**config.mk**
```make
export PLATFORM = sky130hd
export DESIGN_NAME = channel_packet_deframer_unit_flat
export DESIGN_NICKNAME = d
export VERILOG_FILES = /design/src/cpd_pkg.sv /design/src/cpd_stream_if.sv /design/src/cpd_slot_table.sv /design/src/channel_packet_deframer_unit.sv /design/src/flat_wrapper.sv
export SDC_FILE = /design/constraint.sdc
export NUM_CORES = 1
export LEC_CHECK = 0
export BUFFER_PORTS_ARGS = -buffer_cell sky130_fd_sc_hd__buf_2
export CORE_MARGIN = 4
export CORE_UTILIZATION = 25
export CTS_CLUSTER_DIAMETER = 50
export DETAILED_ROUTE_END_ITERATION = 16
export PLACE_DENSITY = 0.42
export SLEW_MARGIN = 15
export SYNTH_ARGS = -nofsm -noshare
export SYNTH_HDL_FRONTEND = slang
export SYNTH_SLANG_ARGS = --single-unit
```
**constraint.sdc**
```tcl
create_clock -name clock -period 4.8 [get_ports clock]
set_input_delay 0.24 -clock clock [delete_from_list [all_inputs] [get_ports clock]]
set_output_delay 0.24 -clock clock [all_outputs]
set_load 0.02 [all_outputs]
```
**src/cpd_pkg.sv**
```systemverilog
package cpd_pkg;

   localparam int BYTE_W      = 8;
   localparam int CHAN_W      = 7;
   localparam int KIND_W      = 3;
   localparam int SLOT_OUT_W  = 2;
   localparam int CSR_IDX_W   = 3;
   localparam int CSR_DATA_W  = 8;

   localparam logic [BYTE_W-1:0] LEN_OVERHEAD = 8'd3;
   localparam logic [BYTE_W-1:0] CAPACITY_RESET = 8'd252;

   localparam logic [KIND_W-1:0] KIND_SYNC       = 3'd0;
   localparam logic [KIND_W-1:0] KIND_HEADER     = 3'd1;
   localparam logic [KIND_W-1:0] KIND_DATA       = 3'd2;
   localparam logic [KIND_W-1:0] KIND_REGISTERED = 3'd3;
   localparam logic [KIND_W-1:0] KIND_TABLE_FULL = 3'd4;

   localparam logic [CSR_IDX_W-1:0] CSR_SYNC_CODE   = 3'd0;
   localparam logic [CSR_IDX_W-1:0] CSR_TYPE_REPLY  = 3'd1;
   localparam logic [CSR_IDX_W-1:0] CSR_TYPE_WRITE  = 3'd2;
   localparam logic [CSR_IDX_W-1:0] CSR_TYPE_EOF    = 3'd3;
   localparam logic [CSR_IDX_W-1:0] CSR_TYPE_SETOPT = 3'd4;
   localparam logic [CSR_IDX_W-1:0] CSR_TYPE_RESET  = 3'd5;
   localparam logic [CSR_IDX_W-1:0] CSR_RX_CAPACITY = 3'd6;

   localparam logic MODE_RX_BYTE  = 1'b0;
   localparam logic MODE_REGISTER = 1'b1;

   typedef enum logic [4:0] {
      PH_IDLE = 5'b00001,
      PH_LEN  = 5'b00010,
      PH_CHAN = 5'b00100,
      PH_DATA = 5'b01000,
      PH_SKIP = 5'b10000
   } phase_type;

   typedef struct packed {
      logic              mode;
      logic [BYTE_W-1:0] rx_byte;
      logic [CHAN_W-1:0] channel;
      logic              keep_after_reply;
   } req_word_type;

   typedef struct packed {
      logic [KIND_W-1:0]     kind;
      logic [CHAN_W-1:0]     chan_id;
      logic [SLOT_OUT_W-1:0] slot;
      logic [BYTE_W-1:0]     type_code;
      logic [BYTE_W-1:0]     length;
      logic [BYTE_W-1:0]     data_byte;
      logic                  done_res;
   } rsp_word_type;

   typedef struct packed {
      logic              reg_en;
      logic              reg_keep;
      logic [CHAN_W-1:0] reg_chan;
      logic              free_en;
   } tab_cmd_type;

   typedef struct packed {
      logic reg_found;
      logic match_hit;
   } tab_status_type;

endpackage

```
**src/cpd_stream_if.sv**
```systemverilog
interface cpd_stream_if #(
   parameter type payload_type = logic
) ();
   logic        valid;
   logic        ready;
   payload_type payload;

   modport source (output valid, output payload, input ready);
   modport sink (input valid, input payload, output ready);
endinterface

```
**src/cpd_slot_table.sv**
```systemverilog
module cpd_slot_table #(
   parameter int SLOT_COUNT = 4,
   parameter int SLOT_IDX_W = 2
) (
   input  logic                          clock,
   input  logic                          reset,
   input  cpd_pkg::tab_cmd_type          cmd,
   input  logic [SLOT_IDX_W-1:0]         free_slot,
   input  logic [cpd_pkg::BYTE_W-1:0]    match_byte,
   output logic [SLOT_IDX_W-1:0]         reg_slot,
   output logic [SLOT_IDX_W-1:0]         match_slot,
   output cpd_pkg::tab_status_type       status
);

   logic                       slot_valid_ff [SLOT_COUNT];
   logic                       slot_valid_in [SLOT_COUNT];
   logic [cpd_pkg::CHAN_W-1:0] slot_chan_ff  [SLOT_COUNT];
   logic                       slot_keep_ff  [SLOT_COUNT];

   // first free or same-channel slot; first valid slot holding the frame channel
   always_comb begin
      status.reg_found = 1'b0;
      status.match_hit = 1'b0;
      reg_slot         = '0;
      match_slot       = '0;
      for (int i = SLOT_COUNT - 1; i >= 0; i--) begin
         if (!slot_valid_ff[i] || slot_chan_ff[i] == cmd.reg_chan) begin
            status.reg_found = 1'b1;
            reg_slot         = SLOT_IDX_W'(i);
         end
         if (slot_valid_ff[i] && !match_byte[cpd_pkg::BYTE_W-1] &&
             slot_chan_ff[i] == match_byte[cpd_pkg::CHAN_W-1:0]) begin
            status.match_hit = 1'b1;
            match_slot       = SLOT_IDX_W'(i);
         end
      end
   end

   always_comb begin
      for (int i = 0; i < SLOT_COUNT; i++) begin
         slot_valid_in[i] = slot_valid_ff[i];
         if (cmd.reg_en && status.reg_found && reg_slot == SLOT_IDX_W'(i)) begin
            slot_valid_in[i] = 1'b1;
         end
         if (cmd.free_en && free_slot == SLOT_IDX_W'(i) && !slot_keep_ff[i]) begin
            slot_valid_in[i] = 1'b0;
         end
      end
   end

   always_ff @(posedge clock) begin
      for (int i = 0; i < SLOT_COUNT; i++) begin
         if (reset) begin
            slot_valid_ff[i] <= 1'b0;
         end else begin
            slot_valid_ff[i] <= slot_valid_in[i];
         end
         if (cmd.reg_en && status.reg_found && reg_slot == SLOT_IDX_W'(i)) begin
            slot_chan_ff[i] <= cmd.reg_chan;
            slot_keep_ff[i] <= cmd.reg_keep;
         end
      end
   end

   a_reg_sets_valid: assert property (@(posedge clock) disable iff (reset)
      cmd.reg_en && status.reg_found |=> slot_valid_ff[$past(reg_slot)])
      else $error("registered slot not marked valid");

   a_reg_sets_chan: assert property (@(posedge clock) disable iff (reset)
      cmd.reg_en && status.reg_found |=>
         slot_chan_ff[$past(reg_slot)] == $past(cmd.reg_chan))
      else $error("registered slot holds wrong channel");

   a_free_clears: assert property (@(posedge clock) disable iff (reset)
      cmd.free_en && !cmd.reg_en && !slot_keep_ff[free_slot] |=>
         !slot_valid_ff[$past(free_slot)])
      else $error("finished frame did not free its slot");

endmodule

```
**src/channel_packet_deframer_unit.sv**
```systemverilog
// Receive-side deframer for a length-prefixed channel protocol.
// req_port (sink) takes one word per handshake: either a received line byte
// (mode 0) or a channel registration (mode 1). rsp_port (source) returns at
// most one event word per request word: sync echo, frame header, payload
// byte, registered, or table full.
// csr_we/csr_index/csr_wdata write the sync code, the five accepted type
// codes and the receive capacity; write only while the block is idle.
// Throughput: one request word per cycle while rsp_port is ready. An event is
// registered and appears on rsp_port in the cycle after its request word is
// accepted. Slot matching compares all SLOT_COUNT entries combinationally.
// If the receiver stalls, the event is held in the output register and
// req_port stays ready only if that register drains in the same cycle.
// Reset (synchronous) returns the frame parser to idle, frees every slot,
// restores default register values and drops any pending event.
module channel_packet_deframer_unit #(
   parameter int SLOT_COUNT = 4
) (
   input  logic                              clock,
   input  logic                              reset,
   cpd_stream_if.sink                        req_port,
   cpd_stream_if.source                      rsp_port,
   input  logic                              csr_we,
   input  logic [cpd_pkg::CSR_IDX_W-1:0]     csr_index,
   input  logic [cpd_pkg::CSR_DATA_W-1:0]    csr_wdata
);

   localparam int SLOT_IDX_W = (SLOT_COUNT > 1) ? $clog2(SLOT_COUNT) : 1;

   logic [cpd_pkg::BYTE_W-1:0] sync_code_ff;
   logic [cpd_pkg::BYTE_W-1:0] type_reply_ff;
   logic [cpd_pkg::BYTE_W-1:0] type_write_ff;
   logic [cpd_pkg::BYTE_W-1:0] type_eof_ff;
   logic [cpd_pkg::BYTE_W-1:0] type_setopt_ff;
   logic [cpd_pkg::BYTE_W-1:0] type_reset_ff;
   logic [cpd_pkg::BYTE_W-1:0] rx_capacity_ff;

   cpd_pkg::phase_type         phase_ff, phase_in;
   logic [cpd_pkg::BYTE_W-1:0] frame_type_ff, frame_type_in;
   logic [cpd_pkg::BYTE_W-1:0] bytes_left_ff, bytes_left_in;
   logic [cpd_pkg::CHAN_W-1:0] frame_chan_ff, frame_chan_in;
   logic [SLOT_IDX_W-1:0]      frame_slot_ff, frame_slot_in;

   logic                       rsp_valid_ff, rsp_valid_in;
   cpd_pkg::rsp_word_type      rsp_word_ff, rsp_word_in;
   logic                       emit;

   cpd_pkg::req_word_type      req_word;
   logic                       req_accept;
   logic [cpd_pkg::BYTE_W-1:0] rx_b;
   logic                       type_hit;
   logic [cpd_pkg::BYTE_W-1:0] len_payload;

   cpd_pkg::tab_cmd_type       tab_cmd;
   cpd_pkg::tab_status_type    tab_status;
   logic [SLOT_IDX_W-1:0]      tab_free_slot;
   logic [SLOT_IDX_W-1:0]      tab_reg_slot;
   logic [SLOT_IDX_W-1:0]      tab_match_slot;
   logic [SLOT_IDX_W+1:0]      reg_slot_wide;
   logic [SLOT_IDX_W+1:0]      match_slot_wide;
   logic [SLOT_IDX_W+1:0]      frame_slot_wide;

   assign req_word         = req_port.payload;
   assign req_port.ready   = !rsp_valid_ff || rsp_port.ready;
   assign req_accept       = req_port.valid && req_port.ready;
   assign rsp_port.valid   = rsp_valid_ff;
   assign rsp_port.payload = rsp_word_ff;
   assign rx_b             = req_word.rx_byte;

   assign type_hit = (rx_b == type_reply_ff) || (rx_b == type_write_ff) ||
                     (rx_b == type_eof_ff) || (rx_b == type_setopt_ff) ||
                     (rx_b == type_reset_ff);
   assign len_payload = (rx_b < cpd_pkg::LEN_OVERHEAD) ? '0 : rx_b - cpd_pkg::LEN_OVERHEAD;

   assign reg_slot_wide   = {2'b00, tab_reg_slot};
   assign match_slot_wide = {2'b00, tab_match_slot};
   assign frame_slot_wide = {2'b00, frame_slot_ff};

   cpd_slot_table #(
      .SLOT_COUNT (SLOT_COUNT),
      .SLOT_IDX_W (SLOT_IDX_W)
   ) u_slot_table (
      .clock      (clock),
      .reset      (reset),
      .cmd        (tab_cmd),
      .free_slot  (tab_free_slot),
      .match_byte (rx_b),
      .reg_slot   (tab_reg_slot),
      .match_slot (tab_match_slot),
      .status     (tab_status)
   );

   always_comb begin
      phase_in      = phase_ff;
      frame_type_in = frame_type_ff;
      bytes_left_in = bytes_left_ff;
      frame_chan_in = frame_chan_ff;
      frame_slot_in = frame_slot_ff;
      emit          = 1'b0;
      rsp_word_in   = '0;
      tab_cmd       = '0;
      tab_free_slot = frame_slot_ff;
      tab_cmd.reg_chan = req_word.channel;
      tab_cmd.reg_keep = req_word.keep_after_reply;

      if (req_accept) begin
         if (req_word.mode == cpd_pkg::MODE_REGISTER) begin
            tab_cmd.reg_en      = 1'b1;
            emit                = 1'b1;
            rsp_word_in.chan_id = req_word.channel;
            if (tab_status.reg_found) begin
               rsp_word_in.kind = cpd_pkg::KIND_REGISTERED;
               rsp_word_in.slot = reg_slot_wide[cpd_pkg::SLOT_OUT_W-1:0];
            end else begin
               rsp_word_in.kind = cpd_pkg::KIND_TABLE_FULL;
            end
         end else begin
            case (phase_ff)
               cpd_pkg::PH_LEN: begin
                  bytes_left_in = len_payload;
                  phase_in      = cpd_pkg::PH_CHAN;
               end
               cpd_pkg::PH_CHAN: begin
                  frame_chan_in = rx_b[cpd_pkg::CHAN_W-1:0];
                  if (tab_status.match_hit) begin
                     frame_slot_in = tab_match_slot;
                  end
                  if (tab_status.match_hit && bytes_left_ff <= rx_capacity_ff) begin
                     emit                  = 1'b1;
                     rsp_word_in.kind      = cpd_pkg::KIND_HEADER;
                     rsp_word_in.chan_id   = rx_b[cpd_pkg::CHAN_W-1:0];
                     rsp_word_in.slot      = match_slot_wide[cpd_pkg::SLOT_OUT_W-1:0];
                     rsp_word_in.type_code = frame_type_ff;
                     rsp_word_in.length    = bytes_left_ff;
                     rsp_word_in.done_res  = (bytes_left_ff == '0);
                     if (bytes_left_ff == '0) begin
                        tab_cmd.free_en = 1'b1;
                        tab_free_slot   = tab_match_slot;
                        phase_in        = cpd_pkg::PH_IDLE;
                     end else begin
                        phase_in = cpd_pkg::PH_DATA;
                     end
                  end else begin
                     phase_in = (bytes_left_ff == '0) ? cpd_pkg::PH_IDLE : cpd_pkg::PH_SKIP;
                  end
               end
               cpd_pkg::PH_DATA: begin
                  if (bytes_left_ff != '0) begin
                     bytes_left_in = bytes_left_ff - 8'd1;
                  end
                  emit                  = 1'b1;
                  rsp_word_in.kind      = cpd_pkg::KIND_DATA;
                  rsp_word_in.chan_id   = frame_chan_ff;
                  rsp_word_in.slot      = frame_slot_wide[cpd_pkg::SLOT_OUT_W-1:0];
                  rsp_word_in.type_code = frame_type_ff;
                  rsp_word_in.data_byte = rx_b;
                  rsp_word_in.done_res  = (bytes_left_ff <= 8'd1);
                  if (bytes_left_ff <= 8'd1) begin
                     tab_cmd.free_en = 1'b1;
                     phase_in        = cpd_pkg::PH_IDLE;
                  end
               end
               cpd_pkg::PH_SKIP: begin
                  if (bytes_left_ff != '0) begin
                     bytes_left_in = bytes_left_ff - 8'd1;
                  end
                  if (bytes_left_ff <= 8'd1) begin
                     phase_in = cpd_pkg::PH_IDLE;
                  end
               end
               default: begin
                  phase_in = cpd_pkg::PH_IDLE;
                  if (rx_b == sync_code_ff) begin
                     emit                  = 1'b1;
                     rsp_word_in.kind      = cpd_pkg::KIND_SYNC;
                     rsp_word_in.data_byte = sync_code_ff;
                  end else if (type_hit) begin
                     frame_type_in = rx_b;
                     phase_in      = cpd_pkg::PH_LEN;
                  end
               end
            endcase
         end
      end

      if (emit) begin
         rsp_valid_in = 1'b1;
      end else if (rsp_port.ready) begin
         rsp_valid_in = 1'b0;
      end else begin
         rsp_valid_in = rsp_valid_ff;
      end
   end

   always_ff @(posedge clock) begin
      if (reset) begin
         phase_ff      <= cpd_pkg::PH_IDLE;
         frame_type_ff <= '0;
         bytes_left_ff <= '0;
         frame_chan_ff <= '0;
         frame_slot_ff <= '0;
         rsp_valid_ff  <= 1'b0;
      end else begin
         phase_ff      <= phase_in;
         frame_type_ff <= frame_type_in;
         bytes_left_ff <= bytes_left_in;
         frame_chan_ff <= frame_chan_in;
         frame_slot_ff <= frame_slot_in;
         rsp_valid_ff  <= rsp_valid_in;
      end
      if (emit) begin
         rsp_word_ff <= rsp_word_in;
      end
   end

   always_ff @(posedge clock) begin
      if (reset) begin
         sync_code_ff   <= '0;
         type_reply_ff  <= '0;
         type_write_ff  <= '0;
         type_eof_ff    <= '0;
         type_setopt_ff <= '0;
         type_reset_ff  <= '0;
         rx_capacity_ff <= cpd_pkg::CAPACITY_RESET;
      end else if (csr_we) begin
         case (csr_index)
            cpd_pkg::CSR_SYNC_CODE:   sync_code_ff   <= csr_wdata;
            cpd_pkg::CSR_TYPE_REPLY:  type_reply_ff  <= csr_wdata;
            cpd_pkg::CSR_TYPE_WRITE:  type_write_ff  <= csr_wdata;
            cpd_pkg::CSR_TYPE_EOF:    type_eof_ff    <= csr_wdata;
            cpd_pkg::CSR_TYPE_SETOPT: type_setopt_ff <= csr_wdata;
            cpd_pkg::CSR_TYPE_RESET:  type_reset_ff  <= csr_wdata;
            cpd_pkg::CSR_RX_CAPACITY: rx_capacity_ff <= csr_wdata;
            default: ;
         endcase
      end
   end

   a_data_has_bytes: assert property (@(posedge clock) disable iff (reset)
      phase_ff == cpd_pkg::PH_DATA || phase_ff == cpd_pkg::PH_SKIP |->
         bytes_left_ff != '0)
      else $error("payload phase with no bytes left");

   a_header_done: assert property (@(posedge clock) disable iff (reset)
      rsp_valid_ff && rsp_word_ff.kind == cpd_pkg::KIND_HEADER |->
         rsp_word_ff.done_res == (rsp_word_ff.length == '0))
      else $error("header done mark disagrees with length");

   a_register_answers: assert property (@(posedge clock) disable iff (reset)
      req_accept && req_word.mode == cpd_pkg::MODE_REGISTER |=>
         rsp_valid_ff && (rsp_word_ff.kind == cpd_pkg::KIND_REGISTERED ||
                          rsp_word_ff.kind == cpd_pkg::KIND_TABLE_FULL))
      else $error("registration gave no answer");

   a_register_keeps_phase: assert property (@(posedge clock) disable iff (reset)
      req_accept && req_word.mode == cpd_pkg::MODE_REGISTER |=>
         phase_ff == $past(phase_ff))
      else $error("registration disturbed frame parsing");

endmodule
```
**src/flat_wrapper.sv**
```systemverilog
// flat-port wrapper written by rule: the top's interface ports become plain ports
module channel_packet_deframer_unit_flat 
#(
   parameter int SLOT_COUNT = 4
)
  (clock, reset, csr_we, csr_index, csr_wdata, req_port_valid, req_port_payload, req_port_ready, rsp_port_valid, rsp_port_payload, rsp_port_ready);
  cpd_stream_if req_port_i ();
  cpd_stream_if rsp_port_i ();
  input  logic clock;
  input  logic reset;
  input  logic csr_we;
  input  logic [cpd_pkg::CSR_IDX_W-1:0] csr_index;
  input  logic [cpd_pkg::CSR_DATA_W-1:0] csr_wdata;
  input wire logic [$bits(req_port_i.valid)-1:0] req_port_valid;
  input wire logic [$bits(req_port_i.payload)-1:0] req_port_payload;
  output wire logic [$bits(req_port_i.ready)-1:0] req_port_ready;
  output wire logic [$bits(rsp_port_i.valid)-1:0] rsp_port_valid;
  output wire logic [$bits(rsp_port_i.payload)-1:0] rsp_port_payload;
  input wire logic [$bits(rsp_port_i.ready)-1:0] rsp_port_ready;
  assign req_port_i.valid = req_port_valid;
  assign req_port_i.payload = req_port_payload;
  assign req_port_ready = req_port_i.ready;
  assign rsp_port_valid = rsp_port_i.valid;
  assign rsp_port_payload = rsp_port_i.payload;
  assign rsp_port_i.ready = rsp_port_ready;
  channel_packet_deframer_unit #(.SLOT_COUNT(SLOT_COUNT)) u_core (.clock(clock), .reset(reset), .req_port(req_port_i), .rsp_port(rsp_port_i), .csr_we(csr_we), .csr_index(csr_index), .csr_wdata(csr_wdata));
endmodule
```
Word-level counts from Yosys, hierarchy flattened

Memory sizes are Yosys's and may differ from the RTL's.
Cells that the tools add are included.

Bits in registers: 73
Word-level logic and storage cells: 132
Memories kept: 1
Memory bits (writable): 4

Memory list:

| memory                            | words | bits a word | read ports | clocked after memory_dff | write ports | RTL line             | source |
|---|---|---|---|---|---|---|---|
| u_core.u_slot_table.slot_valid_ff | 4     | 1           | 4          | 0                        | 4           | cpd_slot_table.sv:15 | `logic slot_valid_ff [SLOT_COUNT];` |

Add/subtract/negate cells: 1
Bitwise operators: 4
Mux-type cells: 45
Reduce and logical (&&, ||, !) cells: 52
$lt $le $gt $ge: 2
Equality and inequality tests: 15

Operator list:

| kind                    | number |
|---|---|
| $logic_not 8->1         | 7 |
| $logic_not 7->1 const A | 4 |
| $mux 1                  | 25 |
| $mux 5                  | 4 |
| $mux 2                  | 9 |
| $pmux 8 s2              | 1 |
| $reduce_and 2->1        | 8 |
| $pmux 5 s3              | 1 |
| $logic_and 1x1->1       | 14 |
| $eq 3x3->1 const B      | 3 |
| $le 8x1->1 const B      | 1 |
| $le 8x8->1              | 1 |
| $mux 8                  | 1 |
| $reduce_bool 8->1       | 1 |
| $sub 8x1->8 const B     | 1 |
| $eq 3x2->1 const B      | 2 |
| $reduce_and 3->1        | 2 |
| $eq 5x2->1 const B      | 1 |
| $eq 5x3->1 const B      | 1 |
| $eq 5x4->1 const B      | 1 |
| $eq 5x5->1 const B      | 1 |
| $logic_or 1x1->1        | 5 |
| $eq 2x2->1 const B      | 2 |
| $logic_not 1->1 const A | 4 |
| 12 further kinds        | 19 |

Depth between registers and ports, before layout

An unclocked memory read counts as a cell.

Depth after elaboration: 15
Gate-level depth with buffers: 7
Mapped depth without buffers: 7

By module

From an unflattened synthesis, not the netlist that was laid out.

Cells, all modules: 544
Area total of the unflattened synthesis: 5,266.3 um^2

By module, submodules not included:

| module                       | times used | sequential area each (um^2) | area an instance (um^2) | cells each |
|---|---|---|---|---|
| channel_packet_deframer_unit | 1          | 1,471.4                     | 3,377.0                 | 397 |
| cpd_slot_table               | 1          | 1,041.0                     | 1,889.3                 | 147 |

Worst setup path after synthesis

OpenSTA, ideal clock, no wires.

Path type: reg2reg
From: reg u_core.bytes_left_ff[0] (netlist name)
To: reg u_core.bytes_left_ff[5] (netlist name)
Data required time: 4,741 ps
Path slack: 3,001 ps
Cell stages (with the launch flop): 7
Data arrival time: 1,739 ps
Period minus slack after synthesis: 1,799 ps
Buffers on the path: 0
Cells stage by stage: dfxtp_1 -> inv_1 -> ha_1 -> a311o_2 -> a21o_1 -> or4_1 -> nand2_1

Longest elaborated chain between the ends: 3
Elaborated cells between the ends (all ways): 6
Classes of those cells: add/sub: 1; eq/ne: 1; mux: 2; reduce/logical: 2

Ends and longest elaborated chain:

| element                                          | RTL line                            | source |
|---|---|---|
| from (decl)                                      | channel_packet_deframer_unit.sv:39  | `logic [cpd_pkg::BYTE_W-1:0] bytes_left_ff, bytes_left_in;` |
| from (signal assigned)                           | channel_packet_deframer_unit.sv:205 | `bytes_left_ff <= bytes_left_in;` |
| $sub 8x1->8 or $reduce_bool 8->1 (tied branches) | n/a                                 |  |
| $mux 8 or $ne 2x1->1 (tied branches)             | n/a                                 |  |
| $pmux 8 s2 or $reduce_and 3->1 (tied branches)   | n/a                                 |  |

Several ways; a longest one is shown, not always the timed one. The select of a mux whose other input is x is not followed.
A chain may end at the register's enable or synchronous reset.

Worst setup path in the final report

Same ends and word-level chain as after synthesis.

==> flow_summary.yaml <==
sta:
  timing_hold_violations_final: 0
  worstMarginPinSlew_ps: 884
  slew_viol_final: 0
  setup_tns_ps: 0
  rsz0062_at_grt: "false"
  fmax_mhz: 509
  fin_skew_ps: 7.83
  fin_crit_sh_pct: 40.9
  setup_viol: 0
  fin_crit_ps: 1960
  max_slew_margin_pct: 40.6
synth:
  syn_avg_cell_area_um2: 7.94
  netlist_instances: 324
  yosysWarnings: 0
  synth-edff-count: 0
  yosysTopAreaCell: "dfxtp_1"
  ys.flop_type: "dfxtp_1"
  netlist_top_cells_count: "nand2_1 (98), dfxtp_1 (61), a21oi_1 (46)"
  synth-async-reset-ratio_pct: 0
  mappedNetlistArea_mm2: 0.00257
  ys_ff_latch: 61
  yosysUniqueCellTypes: 42
  ys_seq_area_share_pct: 47.4
  synth_area_leaders: "dfxtp_1 (47%), nand2_1 (14%), a21oi_1 (8.9%)"
  synth.most_common_cell: "nand2_1"
  synth_top_cell_area_share_pct: 47.4
  syn_nets: 343
worst_setup_path:
  crit_fanout: 6
  cp.required_ps: 5080
  startpoint_type: "register"
  cp_data_arrival_time_ps: 2240
  worstSetupPathType: "register to register"
  cp-end-kind: "register"
  r2r_slack_ps: 2840
routing:
  drt_wl_total_um: 6520
  drt_pass1_iterations: 4
  wl_per_cell_um: 13.6
  ant_nets: 0
  vias_per_cell: 4.59
  drt_iter0_drc: 118
  drc: 0
  vias: 2207
place:
  globalplace.congestion: 0.711
  post_dp_cell_area_mm2: 0.00279
  place_hpwl_um: 4320
  port_buffers: 17
clock_network:
  clkSinkCount: 61
  hold_buffers: 0
  clk_pin_slew_ps: 80
  clock_latency_ps: 330
  postCtsSetupBuffers: 0
  cts-root-buf: "clkbuf_8"
  cts_made_buffers: 9
  max-clock-path-buffers: 2
  cts_tree: "built"
  htreeDepth: 3
  cts-resized-gates: 0
power:
  irDropWorstVdd_v: 0.000133
  power_density_mw_per_mm2: 338
  p_leak_nw: 1.05
  total_power_mw: 1.00
floorplanning:
  dieArea_mm2: 0.0120
  die_h_um: 109
  die_x_um: 109
  row_count: 36
  io_pins: 20
  start_util_pct: 26.0
  fp.coreArea_mm2: 0.00991
outcome:
  status: "finished clean"
final_layout:
  drive_gt1_share_pct: 12.1
  seq_area_mm2: 0.00122
  antenna_cells: 0
  syn_to_final_growth_pct: 15.2
  multi_input_area_mm2: 0.00129
  fillers: 1095
  fin_nets: 362
  final_area_mm2: 0.00296
grt:
  antenna_found_initial: 0
  grt_max_degree: 59
  grt_pass1_wl_um: 11000
  grt_usage_pct: 12.0
  overflow: 0
  grt_pass1_vias: 2135
job:
  max-cap-violations: 0
worst_hold_path:
  min_path_type: "input port to register"
[worst max-delay path, cell delays in order, from the launching register on]
cell	delay (ps)
dfxtp_1	410
inv_1	80
ha_1	260
a311o_2	380
a21o_1	230
or4_1	480
nand2_1	70
[report_power, final]
group	internal, mW	total, mW	switching [mW]
logic	0.0246	0.0749	0.0502
registers	0.516	0.524	0.00714
clock network	0.199	0.404	0.205
[area by class of cell]
type                       instances  area share, %
clock inverter                     6           1.31
inverter                           4          0.507
tap                              133           5.61
timing repair buffer              18           3.12
clock buffer                      10           4.64
multi-input combinational        249           43.6
sequential                        61           41.2
[flip-flops by register name, indices dropped and copies added (netlist names)]
register / flops
u_core.type_setopt_ff: 8
u_core.type_reset_ff: 8
u_core.rsp_port.valid: 1
u_core.type_reply_ff: 8
u_core.type_eof_ff: 8
u_core.bytes_left_ff: 8
u_core.type_write_ff: 8
u_core.phase_ff: 4
u_core.sync_code_ff: 8
[placed cells by master, fill, tap and decap left out, types with 3 or more instances in the layout]
cell	count
or3_1	3
clkbuf_8	10
mux2i_1	9
nand2_1	98
a21oi_1	46
nand2b_1	5
clkinv_2	3
dfxtp_1	61
nand3_1	5
nor2b_1	4
nor4_1	11
xnor2_1	4
nor3_1	4
buf_2	17
or4_1	4
o21ai_0	4
nor2_1	23
inv_1	4
a211oi_1	3
[per-stage QoR]
| stage | setup WS (ps) | instances | utilization [%] | hold slack, ps |
|---|---|---|---|---|
| 2_1_floorplan | 3000 | 324 | - | 376 |
| 3_3_place_gp | 2850 | 465 | 28.1 | 437 |
| 3_5_place_dp | 2860 | 465 | 28.1 | 446 |
| 4_1_cts | 2830 | 481 | 29.9 | 213 |
| 5_1_grt | 2680 | 481 | 29.9 | 218 |
| 6_report | 2840 | 481 | 29.9 | 228 |
[final timing paths]
path / from / cells after the start / end
worst max register to register: u_core.bytes_left_ff[0]$_SDFFE_PP0P_ / 6 / u_core.bytes_left_ff[5]$_SDFFE_PP0P_
worst max-delay path: u_core.bytes_left_ff[0]$_SDFFE_PP0P_ / 6 / u_core.bytes_left_ff[5]$_SDFFE_PP0P_
worst min-delay path: csr_wdata[5] / 3 / u_core.type_setopt_ff[5]$_SDFFE_PP0P_
worst min register to register: u_core.sync_code_ff[7]$_SDFFE_PP0P_ / 2 / u_core.sync_code_ff[7]$_SDFFE_PP0P_
[cell families (layout without fill, tap and decap cells)]
logic type / count (synthesis) / count (layout) / synth area share, %
muxes: 9 / 9 / 3.50
xor gates and xnor gates: 5 / 5 / 1.70
and+or+nand+nor: 170 / 170 / 30.2
adders and majority gates: 2 / 2 / 0.972
other: 1 / 1 / 0.146
DFF: 61 / 61 / 47.4
buffers and inverters: 14 / 38 / 2.33
AOI/OAI and AO/OA: 62 / 62 / 13.7
[metal layers]
| metal | global-route usage, % | up-vias | share of wire, % |
|---|---|---|---|
| met4 | 5.08 | 0 | 1.9 |
| met2 | 19.2 | 25 | 47 |
| met3 | 2.64 | 8 | 2.7 |
| li1 | - | 1152 | - |
| met1 | 15.5 | 1022 | 48 |
| met5 | 0 | - | 0 |
Power figures use the tool's default switching activity.
